<file path="config.mk">
export PLATFORM = sky130hd
export DESIGN_NAME = rgb_to_hsl_converter_flat
export DESIGN_NICKNAME = d
export VERILOG_FILES = /design/src/rtl/rth_pkg.sv /design/src/rtl/rth_pixel_if.sv /design/src/rtl/rth_hsl_if.sv /design/src/rtl/rth_front.sv /design/src/rtl/rth_divider.sv /design/src/rtl/rgb_to_hsl_converter.sv /design/src/flat_wrapper.sv
export SDC_FILE = /design/constraint.sdc
export NUM_CORES = 1
export LEC_CHECK = 0
export BUFFER_PORTS_ARGS = -buffer_cell sky130_fd_sc_hd__buf_2
export CAP_MARGIN = 20
export CORE_ASPECT_RATIO = 0.75
export CORE_UTILIZATION = 50
export CTS_CLUSTER_SIZE = 14
export DETAILED_ROUTE_END_ITERATION = 12
export GPL_ROUTABILITY_DRIVEN = 0
export MAX_ROUTING_LAYER = met4
export PLACE_DENSITY = 0.68
export SETUP_SLACK_MARGIN = 0.5
export SKIP_LAST_GASP = 1
export SLEW_MARGIN = 0
export SYNTH_ARGS = -nofsm -noshare
export SYNTH_HDL_FRONTEND = slang
export SYNTH_SLANG_ARGS = --single-unit
</file>
<file path="constraint.sdc">
create_clock -name clk_i -period 24.7 [get_ports clk_i]
set_clock_uncertainty 0.05 [all_clocks]
set_input_delay 4.94 -clock clk_i [delete_from_list [all_inputs] [get_ports clk_i]]
set_output_delay 4.94 -clock clk_i [all_outputs]
set_load 0.03 [all_outputs]
</file>
<file path="src/rtl/rth_pkg.sv">
`timescale 1ns / 1ps

package rth_pkg;

  localparam int unsigned ChanW    = 8;
  localparam int unsigned HueW     = 9;
  localparam int unsigned QBits    = 9;   // quotient bits per divider lane
  localparam int unsigned HueNumW  = 17;  // hue numerator, below 360 * 255
  localparam int unsigned SatNumW  = 16;  // 255 * delta
  localparam int unsigned HueAccW  = 19;  // signed working width for the hue numerator
  localparam int unsigned StepW    = 4;   // index of a quotient bit

  localparam int unsigned HueScale    = 60;
  localparam int unsigned HueOffGreen = 120;
  localparam int unsigned HueOffBlue  = 240;
  localparam int unsigned HueWrap     = 360;
  localparam int unsigned FullScale   = 255;

  typedef enum logic [1:0] {
    SelRed,
    SelGreen,
    SelBlue
  } rth_sel_e;

  // One word in flight through the divider: two restoring-division lanes
  // plus lightness riding along.
  typedef struct packed {
    logic [HueNumW-1:0] hue_rem;
    logic [ChanW-1:0]   hue_den;
    logic [QBits-1:0]   hue_q;
    logic [SatNumW-1:0] sat_rem;
    logic [ChanW-1:0]   sat_den;
    logic [QBits-1:0]   sat_q;
    logic [ChanW-1:0]   light;
  } rth_div_t;

  function automatic rth_div_t div_step(rth_div_t s, logic [StepW-1:0] bidx);
    rth_div_t           r;
    logic [HueNumW-1:0] hue_sh;
    logic [SatNumW-1:0] sat_sh;
    r      = s;
    hue_sh = HueNumW'(s.hue_den) << bidx;
    sat_sh = SatNumW'(s.sat_den) << bidx;
    if (s.hue_rem >= hue_sh) begin
      r.hue_rem     = s.hue_rem - hue_sh;
      r.hue_q[bidx] = 1'b1;
    end
    if (s.sat_rem >= sat_sh) begin
      r.sat_rem     = s.sat_rem - sat_sh;
      r.sat_q[bidx] = 1'b1;
    end
    return r;
  endfunction

endpackage

</file>
<file path="src/rtl/rth_pixel_if.sv">
`timescale 1ns / 1ps

interface rth_pixel_if;
  logic                      valid;
  logic                      ready;
  logic [rth_pkg::ChanW-1:0] red_in;
  logic [rth_pkg::ChanW-1:0] green_in;
  logic [rth_pkg::ChanW-1:0] blue_in;

  modport source (output valid, output red_in, output green_in, output blue_in, input ready);
  modport sink   (input valid, input red_in, input green_in, input blue_in, output ready);
endinterface

</file>
<file path="src/rtl/rth_hsl_if.sv">
`timescale 1ns / 1ps

interface rth_hsl_if;
  logic                      valid;
  logic                      ready;
  logic [rth_pkg::HueW-1:0]  hue_deg;
  logic [rth_pkg::ChanW-1:0] saturation;
  logic [rth_pkg::ChanW-1:0] lightness;

  modport source (output valid, output hue_deg, output saturation, output lightness,
                  input ready);
  modport sink   (input valid, input hue_deg, input saturation, input lightness,
                  output ready);
endinterface

</file>
<file path="src/rtl/rth_front.sv">
`timescale 1ns / 1ps

// Two stages: max/min sort, then build the dividends and divisors.
module rth_front (
  input  logic                        clk_i,
  input  logic                        rst_ni,
  input  logic                        en_i,
  input  logic                        valid_i,
  input  logic [rth_pkg::ChanW-1:0]   red_i,
  input  logic [rth_pkg::ChanW-1:0]   green_i,
  input  logic [rth_pkg::ChanW-1:0]   blue_i,
  output logic                        valid_o,
  output rth_pkg::rth_div_t           op_o
);

  // stage 1
  logic                        s1_valid_q;
  logic [rth_pkg::ChanW-1:0]   delta_q, delta_d;
  logic [rth_pkg::ChanW-1:0]   sden_q, sden_d;
  logic [rth_pkg::ChanW-1:0]   light_q, light_d;
  logic signed [rth_pkg::ChanW:0] diff_q, diff_d;
  rth_pkg::rth_sel_e           sel_q, sel_d;

  logic [rth_pkg::ChanW-1:0] mx, mn;
  logic [rth_pkg::ChanW:0]   sum;

  always_comb begin
    if (red_i >= green_i && red_i >= blue_i) begin
      sel_d  = rth_pkg::SelRed;
      mx     = red_i;
      diff_d = $signed({1'b0, green_i}) - $signed({1'b0, blue_i});
    end else if (green_i >= blue_i) begin
      sel_d  = rth_pkg::SelGreen;
      mx     = green_i;
      diff_d = $signed({1'b0, blue_i}) - $signed({1'b0, red_i});
    end else begin
      sel_d  = rth_pkg::SelBlue;
      mx     = blue_i;
      diff_d = $signed({1'b0, red_i}) - $signed({1'b0, green_i});
    end
    mn = red_i;
    if (green_i < mn) mn = green_i;
    if (blue_i < mn) mn = blue_i;
    sum     = {1'b0, mx} + {1'b0, mn};
    delta_d = mx - mn;
    light_d = sum[rth_pkg::ChanW:1];
    if (sum <= (rth_pkg::ChanW+1)'(rth_pkg::FullScale)) begin
      sden_d = sum[rth_pkg::ChanW-1:0];
    end else begin
      sden_d = rth_pkg::ChanW'((rth_pkg::ChanW+1)'(2 * rth_pkg::FullScale) - sum);
    end
  end

  always_ff @(posedge clk_i or negedge rst_ni) begin
    if (!rst_ni) begin
      s1_valid_q <= 1'b0;
    end else if (en_i) begin
      s1_valid_q <= valid_i;
    end
  end

  always_ff @(posedge clk_i) begin
    if (en_i) begin
      delta_q <= delta_d;
      sden_q  <= sden_d;
      light_q <= light_d;
      diff_q  <= diff_d;
      sel_q   <= sel_d;
    end
  end

  // stage 2
  logic                         s2_valid_q;
  rth_pkg::rth_div_t            op_q, op_d;
  logic signed [rth_pkg::HueAccW-1:0] diff_ext, acc;
  logic [rth_pkg::HueNumW-1:0]  off_term, wrap_term;

  always_comb begin
    diff_ext  = {{(rth_pkg::HueAccW-rth_pkg::ChanW-1){diff_q[rth_pkg::ChanW]}}, diff_q};
    case (sel_q)
      rth_pkg::SelGreen: off_term = rth_pkg::HueNumW'(delta_q * rth_pkg::HueNumW'(rth_pkg::HueOffGreen));
      rth_pkg::SelBlue:  off_term = rth_pkg::HueNumW'(delta_q * rth_pkg::HueNumW'(rth_pkg::HueOffBlue));
      default:           off_term = '0;
    endcase
    wrap_term = rth_pkg::HueNumW'(delta_q * rth_pkg::HueNumW'(rth_pkg::HueWrap));
    acc = rth_pkg::HueAccW'(diff_ext * $signed(rth_pkg::HueAccW'(rth_pkg::HueScale)))
        + $signed({2'b00, off_term});
    // only the red sector can go negative
    if (acc[rth_pkg::HueAccW-1]) begin
      acc = acc + $signed({2'b00, wrap_term});
    end

    op_d       = '0;
    op_d.light = light_q;
    if (delta_q == '0) begin
      // gray: zero dividends over unit divisors give hue and saturation of zero
      op_d.hue_den = rth_pkg::ChanW'(1);
      op_d.sat_den = rth_pkg::ChanW'(1);
    end else begin
      op_d.hue_rem = acc[rth_pkg::HueNumW-1:0];
      op_d.hue_den = delta_q;
      op_d.sat_rem = {delta_q, {rth_pkg::ChanW{1'b0}}} - rth_pkg::SatNumW'(delta_q);
      op_d.sat_den = sden_q;
    end
  end

  always_ff @(posedge clk_i or negedge rst_ni) begin
    if (!rst_ni) begin
      s2_valid_q <= 1'b0;
    end else if (en_i) begin
      s2_valid_q <= s1_valid_q;
    end
  end

  always_ff @(posedge clk_i) begin
    if (en_i) begin
      op_q <= op_d;
    end
  end

  assign valid_o = s2_valid_q;
  assign op_o    = op_q;

endmodule

</file>
<file path="src/rtl/rth_divider.sv">
`timescale 1ns / 1ps

// Pipelined restoring divider, one quotient bit per stage, hue and
// saturation lanes side by side.
module rth_divider (
  input  logic              clk_i,
  input  logic              rst_ni,
  input  logic              en_i,
  input  logic              valid_i,
  input  rth_pkg::rth_div_t op_i,
  output logic              valid_o,
  output rth_pkg::rth_div_t res_o
);

  logic              vld_q [rth_pkg::QBits+1];
  rth_pkg::rth_div_t stg_q [rth_pkg::QBits+1];

  assign vld_q[0] = valid_i;
  assign stg_q[0] = op_i;

  for (genvar k = 0; k < rth_pkg::QBits; k++) begin : g_step
    always_ff @(posedge clk_i or negedge rst_ni) begin
      if (!rst_ni) begin
        vld_q[k+1] <= 1'b0;
      end else if (en_i) begin
        vld_q[k+1] <= vld_q[k];
      end
    end

    // msb first
    always_ff @(posedge clk_i) begin
      if (en_i) begin
        stg_q[k+1] <= rth_pkg::div_step(stg_q[k],
                                        rth_pkg::StepW'(rth_pkg::QBits - 1 - k));
      end
    end
  end

  assign valid_o = vld_q[rth_pkg::QBits];
  assign res_o   = stg_q[rth_pkg::QBits];

endmodule

</file>
<file path="src/rtl/rgb_to_hsl_converter.sv">
`timescale 1ns / 1ps

// RGB to HSL pixel converter.
// pix_i takes one word per cycle while pix_i.ready is high: 8-bit red_in, green_in, blue_in.
// hsl_o gives one word per pixel, in order: hue_deg (0..359 degrees),
// saturation and lightness (255 = 1.0), all truncated.
// Both channels use valid/ready; a word moves when both are high.
// From input accept to output valid the path is two stages of
// sort and operand setup, then nine divider stages, one quotient bit each.
// Throughput is one pixel per clock while hsl_o does not stall.
// The whole pipeline advances together whenever the output register is
// empty or being taken; if hsl_o stalls with a word held, every stage holds
// and pix_i.ready drops in the same cycle, so nothing is lost or repeated.
// Bubbles travel as cleared valid bits.
// Reset (rst_ni low, asynchronous) clears all valid bits; the block comes
// out of reset empty and ready.
module rgb_to_hsl_converter (
  input  logic         clk_i,
  input  logic         rst_ni,
  rth_pixel_if.sink    pix_i,
  rth_hsl_if.source    hsl_o
);

  logic              en;
  logic              fr_valid, dv_valid;
  rth_pkg::rth_div_t fr_op, dv_res;

  assign en          = !dv_valid || hsl_o.ready;
  assign pix_i.ready = en;

  rth_front u_front (
    .clk_i   (clk_i),
    .rst_ni  (rst_ni),
    .en_i    (en),
    .valid_i (pix_i.valid),
    .red_i   (pix_i.red_in),
    .green_i (pix_i.green_in),
    .blue_i  (pix_i.blue_in),
    .valid_o (fr_valid),
    .op_o    (fr_op)
  );

  rth_divider u_div (
    .clk_i   (clk_i),
    .rst_ni  (rst_ni),
    .en_i    (en),
    .valid_i (fr_valid),
    .op_i    (fr_op),
    .valid_o (dv_valid),
    .res_o   (dv_res)
  );

  assign hsl_o.valid      = dv_valid;
  assign hsl_o.hue_deg    = dv_res.hue_q;
  assign hsl_o.saturation = dv_res.sat_q[rth_pkg::ChanW-1:0];
  assign hsl_o.lightness  = dv_res.light;

endmodule

</file>
<file path="src/flat_wrapper.sv">
// flat-port wrapper written by rule: the top's interface ports become plain ports
module rgb_to_hsl_converter_flat 
  (clk_i, rst_ni, pix_i_valid, pix_i_red_in, pix_i_green_in, pix_i_blue_in, pix_i_ready, hsl_o_valid, hsl_o_hue_deg, hsl_o_saturation, hsl_o_lightness, hsl_o_ready);
  rth_pixel_if pix_i_i ();
  rth_hsl_if hsl_o_i ();
  input  logic clk_i;
  input  logic rst_ni;
  input wire logic [$bits(pix_i_i.valid)-1:0] pix_i_valid;
  input wire logic [$bits(pix_i_i.red_in)-1:0] pix_i_red_in;
  input wire logic [$bits(pix_i_i.green_in)-1:0] pix_i_green_in;
  input wire logic [$bits(pix_i_i.blue_in)-1:0] pix_i_blue_in;
  output wire logic [$bits(pix_i_i.ready)-1:0] pix_i_ready;
  output wire logic [$bits(hsl_o_i.valid)-1:0] hsl_o_valid;
  output wire logic [$bits(hsl_o_i.hue_deg)-1:0] hsl_o_hue_deg;
  output wire logic [$bits(hsl_o_i.saturation)-1:0] hsl_o_saturation;
  output wire logic [$bits(hsl_o_i.lightness)-1:0] hsl_o_lightness;
  input wire logic [$bits(hsl_o_i.ready)-1:0] hsl_o_ready;
  assign pix_i_i.valid = pix_i_valid;
  assign pix_i_i.red_in = pix_i_red_in;
  assign pix_i_i.green_in = pix_i_green_in;
  assign pix_i_i.blue_in = pix_i_blue_in;
  assign pix_i_ready = pix_i_i.ready;
  assign hsl_o_valid = hsl_o_i.valid;
  assign hsl_o_hue_deg = hsl_o_i.hue_deg;
  assign hsl_o_saturation = hsl_o_i.saturation;
  assign hsl_o_lightness = hsl_o_i.lightness;
  assign hsl_o_i.ready = hsl_o_ready;
  rgb_to_hsl_converter u_core (.clk_i(clk_i), .rst_ni(rst_ni), .pix_i(pix_i_i), .hsl_o(hsl_o_i));
endmodule
</file>
Yosys cells after proc, flatten, opt, wreduce, memory -nomap -nowiden
Cells that the tools add are included.
Widths: inputs -> output; s select.

cells by class
  $mul = 4
  order comparisons = 24
  reduce and logical (&&, ||, !) cells = 4
  add/sub/neg operators = 25
  mux-type cells = 26
  eq/ne operators = 2

operators by type and width
  kind                  number
  $mux 17               9
  $mux 16               8
  $mux 8                5
  $pmux 16 s2           1
  $sub 8x8->9           3
  $ge 8x8->1            3
  $mul 8x4->12 const B  2
  $add 16x17->18        1
  $mux 9                2
  $add 17x17->17        1
  $ge 17x10->1          1
  $ge 17x11->1          1
  $ge 17x12->1          1
  $ge 17x13->1          1
  $ge 17x14->1          1
  $ge 17x15->1          1
  $ge 17x16->1          1
  $ge 17x8->1           1
  $ge 17x9->1           1
  $sub 17x10->17        1
  $sub 17x11->17        1
  $sub 17x12->17        1
  $sub 17x13->17        1
  $sub 17x14->17        1
  35 further kinds      36

storage, ports and cells
  bits in registers = 648
  input port bits = 28
  output and inout port bits = 27
  word-level logic and storage cells = 179

Depth between registers and ports, before layout
Gate-level depths: netlist of run 1.

  depth after elaboration = 7
  depth in mapped cells = 28
  gate-level depth less buffers = 28

Modules after synthesis
A second synthesis of run 1 with hierarchy kept.

second synthesis, totals
  cell total of the unflattened synthesis = 3,372
  area, all modules = 41,651.2 µm²

modules (own cells, without submodules)
  module                times used  area an instance (µm²)  cells an instance  sequential area each (µm²)
  rth_divider           1           31,547.8                2,321              20,494.7
  rth_front             1           10,097.2                1,050              2,692.6
  rgb_to_hsl_converter  1           6.3                     1                  0.0

Least setup slack after synthesis of run 1
No wires, ideal clock.

  path kind = input-to-output
  start = input hsl_o_ready
  end = output pix_i_ready
  path buffers = 1
  arrival time = 17.108 ns
  data required time = 19.710 ns
  path slack = 2.602 ns
  cell stages on the path = 3
  cell sequence = nor2b_1 -> clkbuf_1 -> inv_1

between the ends
  longest elaborated chain between the ends = 1

RTL lines
  what              line                        RTL
  from (decl)       flat_wrapper.sv:17          input wire logic [$bits(hsl_o_i.ready)-1:0] hsl_o_ready;
  $logic_or 1x1->1  rgb_to_hsl_converter.sv:28  assign en = !dv_valid || hsl_o.ready;
  to (decl)         flat_wrapper.sv:12          output wire logic [$bits(pix_i_i.ready)-1:0] pix_i_ready;

Every way passes these cells.

Worst setup path after layout of run 1
Same ends and word-level chain as after synthesis.

==> impl_metrics.ini, run 1 <==
[status]
outcome = finished clean

[routing]
drt_iter0_drc = 1184
finalWirelength_um = 62300
wire_per_inst_um = 15.5
drcViolationCount = 0
vias = 21700
viasPerCell = 5.40
ant_nets = 0
dr.pass1.iters = 5

[global_routing]
grt_overflow = 0
grtUsageTotal = 0.183
grt_pass1_vias = 22000
antenna_found_initial = 1
grt_pass1_wl_um = 104000
grt_max_degree = 90

[floorplanning]
pin_count = 55
fp.dieH_um = 231
die_width_um = 307
rows = 83
fp.coreArea_um2 = 68700
start_util = 0.508
die-area_um2 = 70900

[sta]
rsz0062_at_grt = false
worstMarginPinSlew_ns = 1.08
slew_violations = 0
maxSlewHeadroom = 0.282
finalCritPeriodShare = 0.451
period_minus_slack_ns = 11.14
finalSetupTns_ns = 0
hold_violations = 0
fmax_mhz = 89.8
setup-violations-final = 0

[logic_synthesis]
ys_seq_area_frac = 0.533
syn-cell-area_um2 = 34900
synth_seq_cells = 621
synth-warning-count = 0
synth_ff_type = edfxtp_1
synthCells = 2958
ys_async_sr_fraction = 0.0177
synth_edf_count = 610
syn_area_per_cell_um2 = 11.8
synth_cell_types = 87
synth_fp_nets = 3335

[critical_path]
crit_fanout = 87
cpMostUsedCell = buf_2
crit_start = hsl_o_ready
crit_slowest_cell = nor2b_1
cp_top_family = buffers and inverters
path_cells = buf_2 > nor2b_1 > inv_8 > buf_2
cpPeakStageDelay_ns = 0.44
startpoint_type = input port
crit_type = input port to output pin
arrival_ns = 6.15
critPathCaptureType = output pin
cp_data_required_time_ns = 19.71
critPathBufInv = 3
reg2reg_from = u_core.u_front.delta_q[1]$_DFFE_PP_

[clocking]
post_cts_resized = 0
insertion_delay_ns = 0.59
numCtsBuffers = 66
clk_pin_slew_ns = 0.06
cts_tree = done
clock-root-buffer = clkbuf_16
clock-sinks = 621
cts_max_level = 3
clockBufferDepth = 3
postCtsSetupBuffers = 0
cts_hold_buf = 0

[placed_design]
post-place-cells = 3897
numPortBuffers = 54
placed_area_um2 = 36100
hpwl_um = 46500

[layout]
stdcell_count = 4018
drive_above_1_share = 0.0691
design_area_um2 = 38300
syn_to_final_growth_pct = 9.65
final_nets = 3411

[min_path]
hold_class = flip-flop to flip-flop
worstHoldStart = u_core.u_div.stg_q[164]$_DFFE_PP_

[job]
maxCapViolCount = 0
per-layer routing:
metal	vias to the layer above	GRT usage	wire, um	share of wire
li1	10700	-	-	-
met1	10300	0.226	27700	0.44
met2	492	0.307	30100	0.48
met3	151	0.0285	2590	0.042
met4	0	0.0662	1940	0.031
met5	-	-	0	0
state kept, by name (all words and copies together) (netlist names), 2 cells and up:
signal and cells:
u_core.u_front.delta_q 8, u_core.u_div.vld_q 8, u_core.u_front.sden_q 7, u_core.u_front.light_q 8, u_core.u_front.diff_q 9, u_core.u_div.stg_q 497
u_core.u_div.res_o 25, u_core.u_front.op_o 54, u_core.u_front.sel_q 2
synth_stat cells, types with 8 or more instances:
library cell / instances / area share
nand2_1: 162 / 0.017
nand3_1: 28 / 0.0040
a31oi_1: 8 / 0.0014
nand2b_1: 32 / 0.0057
fa_1: 59 / 0.034
clkbuf_1: 33 / 0.0035
a211oi_1: 22 / 0.0047
or4_1: 13 / 0.0028
mux2_2: 18 / 0.0058
xnor2_1: 125 / 0.031
o21bai_1: 16 / 0.0034
o21ai_0: 98 / 0.014
a21o_1: 46 / 0.0099
or3_1: 14 / 0.0025
nand4_1: 19 / 0.0034
xor2_1: 72 / 0.018
o31ai_1: 24 / 0.0052
nor2_1: 209 / 0.022
a22oi_1: 11 / 0.0024
inv_1: 361 / 0.039
a21boi_1: 20 / 0.0043
o21ai_1: 91 / 0.013
nand3b_1: 11 / 0.0024
mux2i_1: 50 / 0.014
a21boi_0: 10 / 0.0022
nor2b_1: 59 / 0.011
a21oi_1: 142 / 0.020
and2_1: 17 / 0.0030
o21a_1: 34 / 0.0073
edfxtp_1: 610 / 0.52
nor3_1: 55 / 0.0079
ha_1: 290 / 0.10
nor4_1: 25 / 0.0045
and3_1: 10 / 0.0018
buf_4: 26 / 0.0056
dfrtp_1: 11 / 0.0079
mux2_1: 23 / 0.0074
metrics by stage:
step	util	setup WS [ns]	hold WS, ns
2_1_floorplan	-	2.60	0.350
3_3_place_gp	0.525	13.06	0.353
3_5_place_dp	0.525	12.98	0.355
4_1_cts	0.556	12.96	0.360
5_1_grt	0.557	13.40	0.368
6_report	0.557	13.56	0.363
path summary, 6_finish.rpt:
| kind | end | slack [ns] | cells past startpoint |
|---|---|---|---|
| min reg2reg | u_core.u_div.stg_q[89]$_DFFE_PP_ | 0.36 | 0 |
| min in group asynchronous | u_core.u_front.valid_o$_DFFE_PN0P_ | 4.16 | 1 |
| max | pix_i_ready | 13.56 | 4 |
| min | u_core.u_div.stg_q[89]$_DFFE_PP_ | 0.36 | 0 |
| max reg2reg | u_core.u_front.op_o[74]$_SDFFCE_PP0P_ | 17.00 | 27 |
| max in group asynchronous | u_core.u_div.vld_q[6]$_DFFE_PN0P_ | 20.24 | 1 |
area by class of cell:
class                           instances  area, um2
Clock inverter                         30        313
Fill cell                            5576      30500
Antenna cell                            1       2.50
Tap cell                              935       1170
Clock buffer                           86       1800
Multi-Input combinational cell       1907      14600
Inverter                              367       1390
Timing Repair Buffer                   71        398
Sequential cell                       621      18600
cell usage in the layout, fill, tap and decap left out, types with 34 or more instances in the layout:
cell type,n
o21ai_1,91
mux2i_1,50
nor2b_1,59
nor3_1,55
a21oi_1,142
xor2_1,72
buf_2,54
a21o_1,46
ha_1,290
edfxtp_1,610
nor2_1,209
xnor2_1,125
o21a_1,34
clkbuf_16,67
nand2_1,162
fa_1,59
inv_1,360
o21ai_0,98
cells by family after synthesis:
| logic type | after synthesis | synth area share |
|---|---|---|
| mux | 91 | 0.0276 |
| compound gates | 578 | 0.105 |
| buf+inv | 430 | 0.0493 |
| simple gates | 691 | 0.0975 |
| xor+xnor | 198 | 0.0502 |
| flops | 621 | 0.533 |
| fa+ha+maj | 349 | 0.138 |
Power of run 1 is not shown: default switching activity piles up to over one toggle a cycle in this logic, so the estimate is an artifact.
==> run 2, diff against run 1 <==
PLACE_DENSITY = 0.7   (was 0.68)
clock period = 9.01 ns   (was 24.7 ns; I/O delays follow)
==> impl_metrics.ini, run 2 (synthesis results as in run 1) <==
[critical_path]
crit_slowest_cell = a2111oi_0
startpoint_type = input port
cpPeakStageDelay_ns = 0.77
critPathCaptureType = flip-flop
crit_type = input port to flip-flop
r2r_cells = 27
cp_data_required_time_ns = 9.31
cpMostUsedCell = a21o_1
arrival_ns = 8.03
crit_fanout = 14
path_cells = buf_2 > inv_1 > ha_1 > nor2b_1 > o31a_1 > o21ai_1 > a21o_1 > o2bb2ai_4 > mux2i_1 > inv_1 > ha_1 > a2111oi_0 > a31oi_4 > mux2_2 > ha_1 > fa_1 > a21o_1 > a21oi_1 > o21ai_1 > a21o_1 > a21o_1 > a41oi_1 > a31oi_1 > xor2_1

[clocking]
post_cts_resized = 0
postCtsSetupBuffers = 0
cts_max_level = 2
clockBufferDepth = 3
numCtsBuffers = 60
cts_hold_buf = 0
cts_tree = done
clock-root-buffer = clkbuf_16
insertion_delay_ns = 0.63
clk_pin_slew_ns = 0.06
clock-sinks = 621

[global_routing]
grt_use_met2 = 0.314
grt_max_degree = 187
met3_usage = 0.0285
met1_usage = 0.226
antenna_found_initial = 0
busiest_layer = met2
grt_pass1_vias = 22000
grt_pass1_wl_um = 105000
grtUsageTotal = 0.184
grt_overflow = 0

[placed_design]
numPortBuffers = 54
placed_area_um2 = 36100
hpwl_um = 47000

[routing]
vias = 21700
viasPerCell = 5.40
drcViolationCount = 0
drt_iter0_drc = 1432
dr.pass1.iters = 6
wire_per_inst_um = 15.6
finalWirelength_um = 62700
ant_nets = 0

[layout]
layout_common_cells = edfxtp_1, inv_1, ha_1
nFillCells = 5623
diodes = 0
final_common_cell = edfxtp_1
top_register = u_core.u_div.stg_q
drive_above_1_share = 0.0660
largest_reg_flops = 497
final_nets = 3405
syn_to_final_growth_pct = 9.16
design_area_um2 = 38100

[floorplanning]
die-area_um2 = 70900
rows = 83
die_width_um = 307
start_util = 0.508
fp.coreArea_um2 = 68700
fp.dieH_um = 231
pin_count = 55

[sta]
setup-violations-final = 0
maxSlewHeadroom = 0.327
worstMarginPinSlew_ns = 1.01
fmax_mhz = 129
slew_violations = 0
hold_violations = 0
finalSetupTns_ns = 0
rsz0062_at_grt = false
finalCritPeriodShare = 0.857
period_minus_slack_ns = 7.72

[status]
outcome = finished clean

[job]
maxCapViolCount = 0

[min_path]
whs_path_depth = 0
hold_class = flip-flop to flip-flop
-- run 2: cell types whose count changed in the layout (fill, tap and decap cells not counted), moves of 2 or more --
cell and change:
clkinv_2 +3, clkbuf_16 -6, clkbuf_1 +2, clkbuf_8 -5
inv_6 -4, clkinv_16 +2, clkinv_1 +4
-- run 2: worst max-delay path, delay by kind of cell --
kind	cells	cell delay (ns)
xor gates and xnor gates	1	0.17
muxes	2	0.68
and+or+nand+nor	1	0.15
buffers and inverters	3	0.32
adders and majority gates	4	1.22
AOI/OAI and AO/OA	13	3.68
-- run 2: final cells by class --
class                   instances  area [um2]  share of cell area
inverters                     367        1380              0.0363
clock inverters                34         338             0.00887
flip-flops and latches        621       18600               0.488
clock buffers                  77        1590              0.0416
multi-input cells            1907       14600               0.384
well taps                     935        1170              0.0307
repair buffers                 71         410              0.0108
-- run 2: path summary, 6_finish.rpt --
check | end | slack [ns] | startpoint
max reg2reg | u_core.u_front.op_o[74]$_SDFFCE_PP0P_ | 1.90 | u_core.u_front.delta_q[1]$_DFFE_PP_
min in group asynchronous | u_core.u_front.s1_valid_q$_DFFE_PN0P_ | 0.97 | rst_ni
max | u_core.u_front.sden_q[4]$_DFFE_PP_ | 1.29 | pix_i_green_in[1]
max in group asynchronous | u_core.u_div.valid_o$_DFFE_PN0P_ | 7.74 | rst_ni
min | u_core.u_div.stg_q[239]$_DFFE_PP_ | 0.33 | u_core.u_div.stg_q[314]$_DFFE_PP_
min reg2reg | u_core.u_div.stg_q[239]$_DFFE_PP_ | 0.33 | u_core.u_div.stg_q[314]$_DFFE_PP_
-- run 2: stage by stage --
stage               utilization  hold WS [ns]  std cells  worst slack (ns)
floorplan                     -         0.350       2958             -2.84
global placement          0.526         0.351       3898             0.967
detailed placement        0.526         0.355       3898             0.775
CTS                       0.554         0.327       4009              1.42
global route              0.554         0.332       4012              1.00
finish                    0.554         0.332       4012              1.29
-- run 2: routing by layer --
layer  wire [um]  up-vias
met4        1650        0
li1            -    10700
met1       27600    10400
met3        2750      138
met5           0        -
met2       30700      447
Power of run 2 is left out for the same reason.
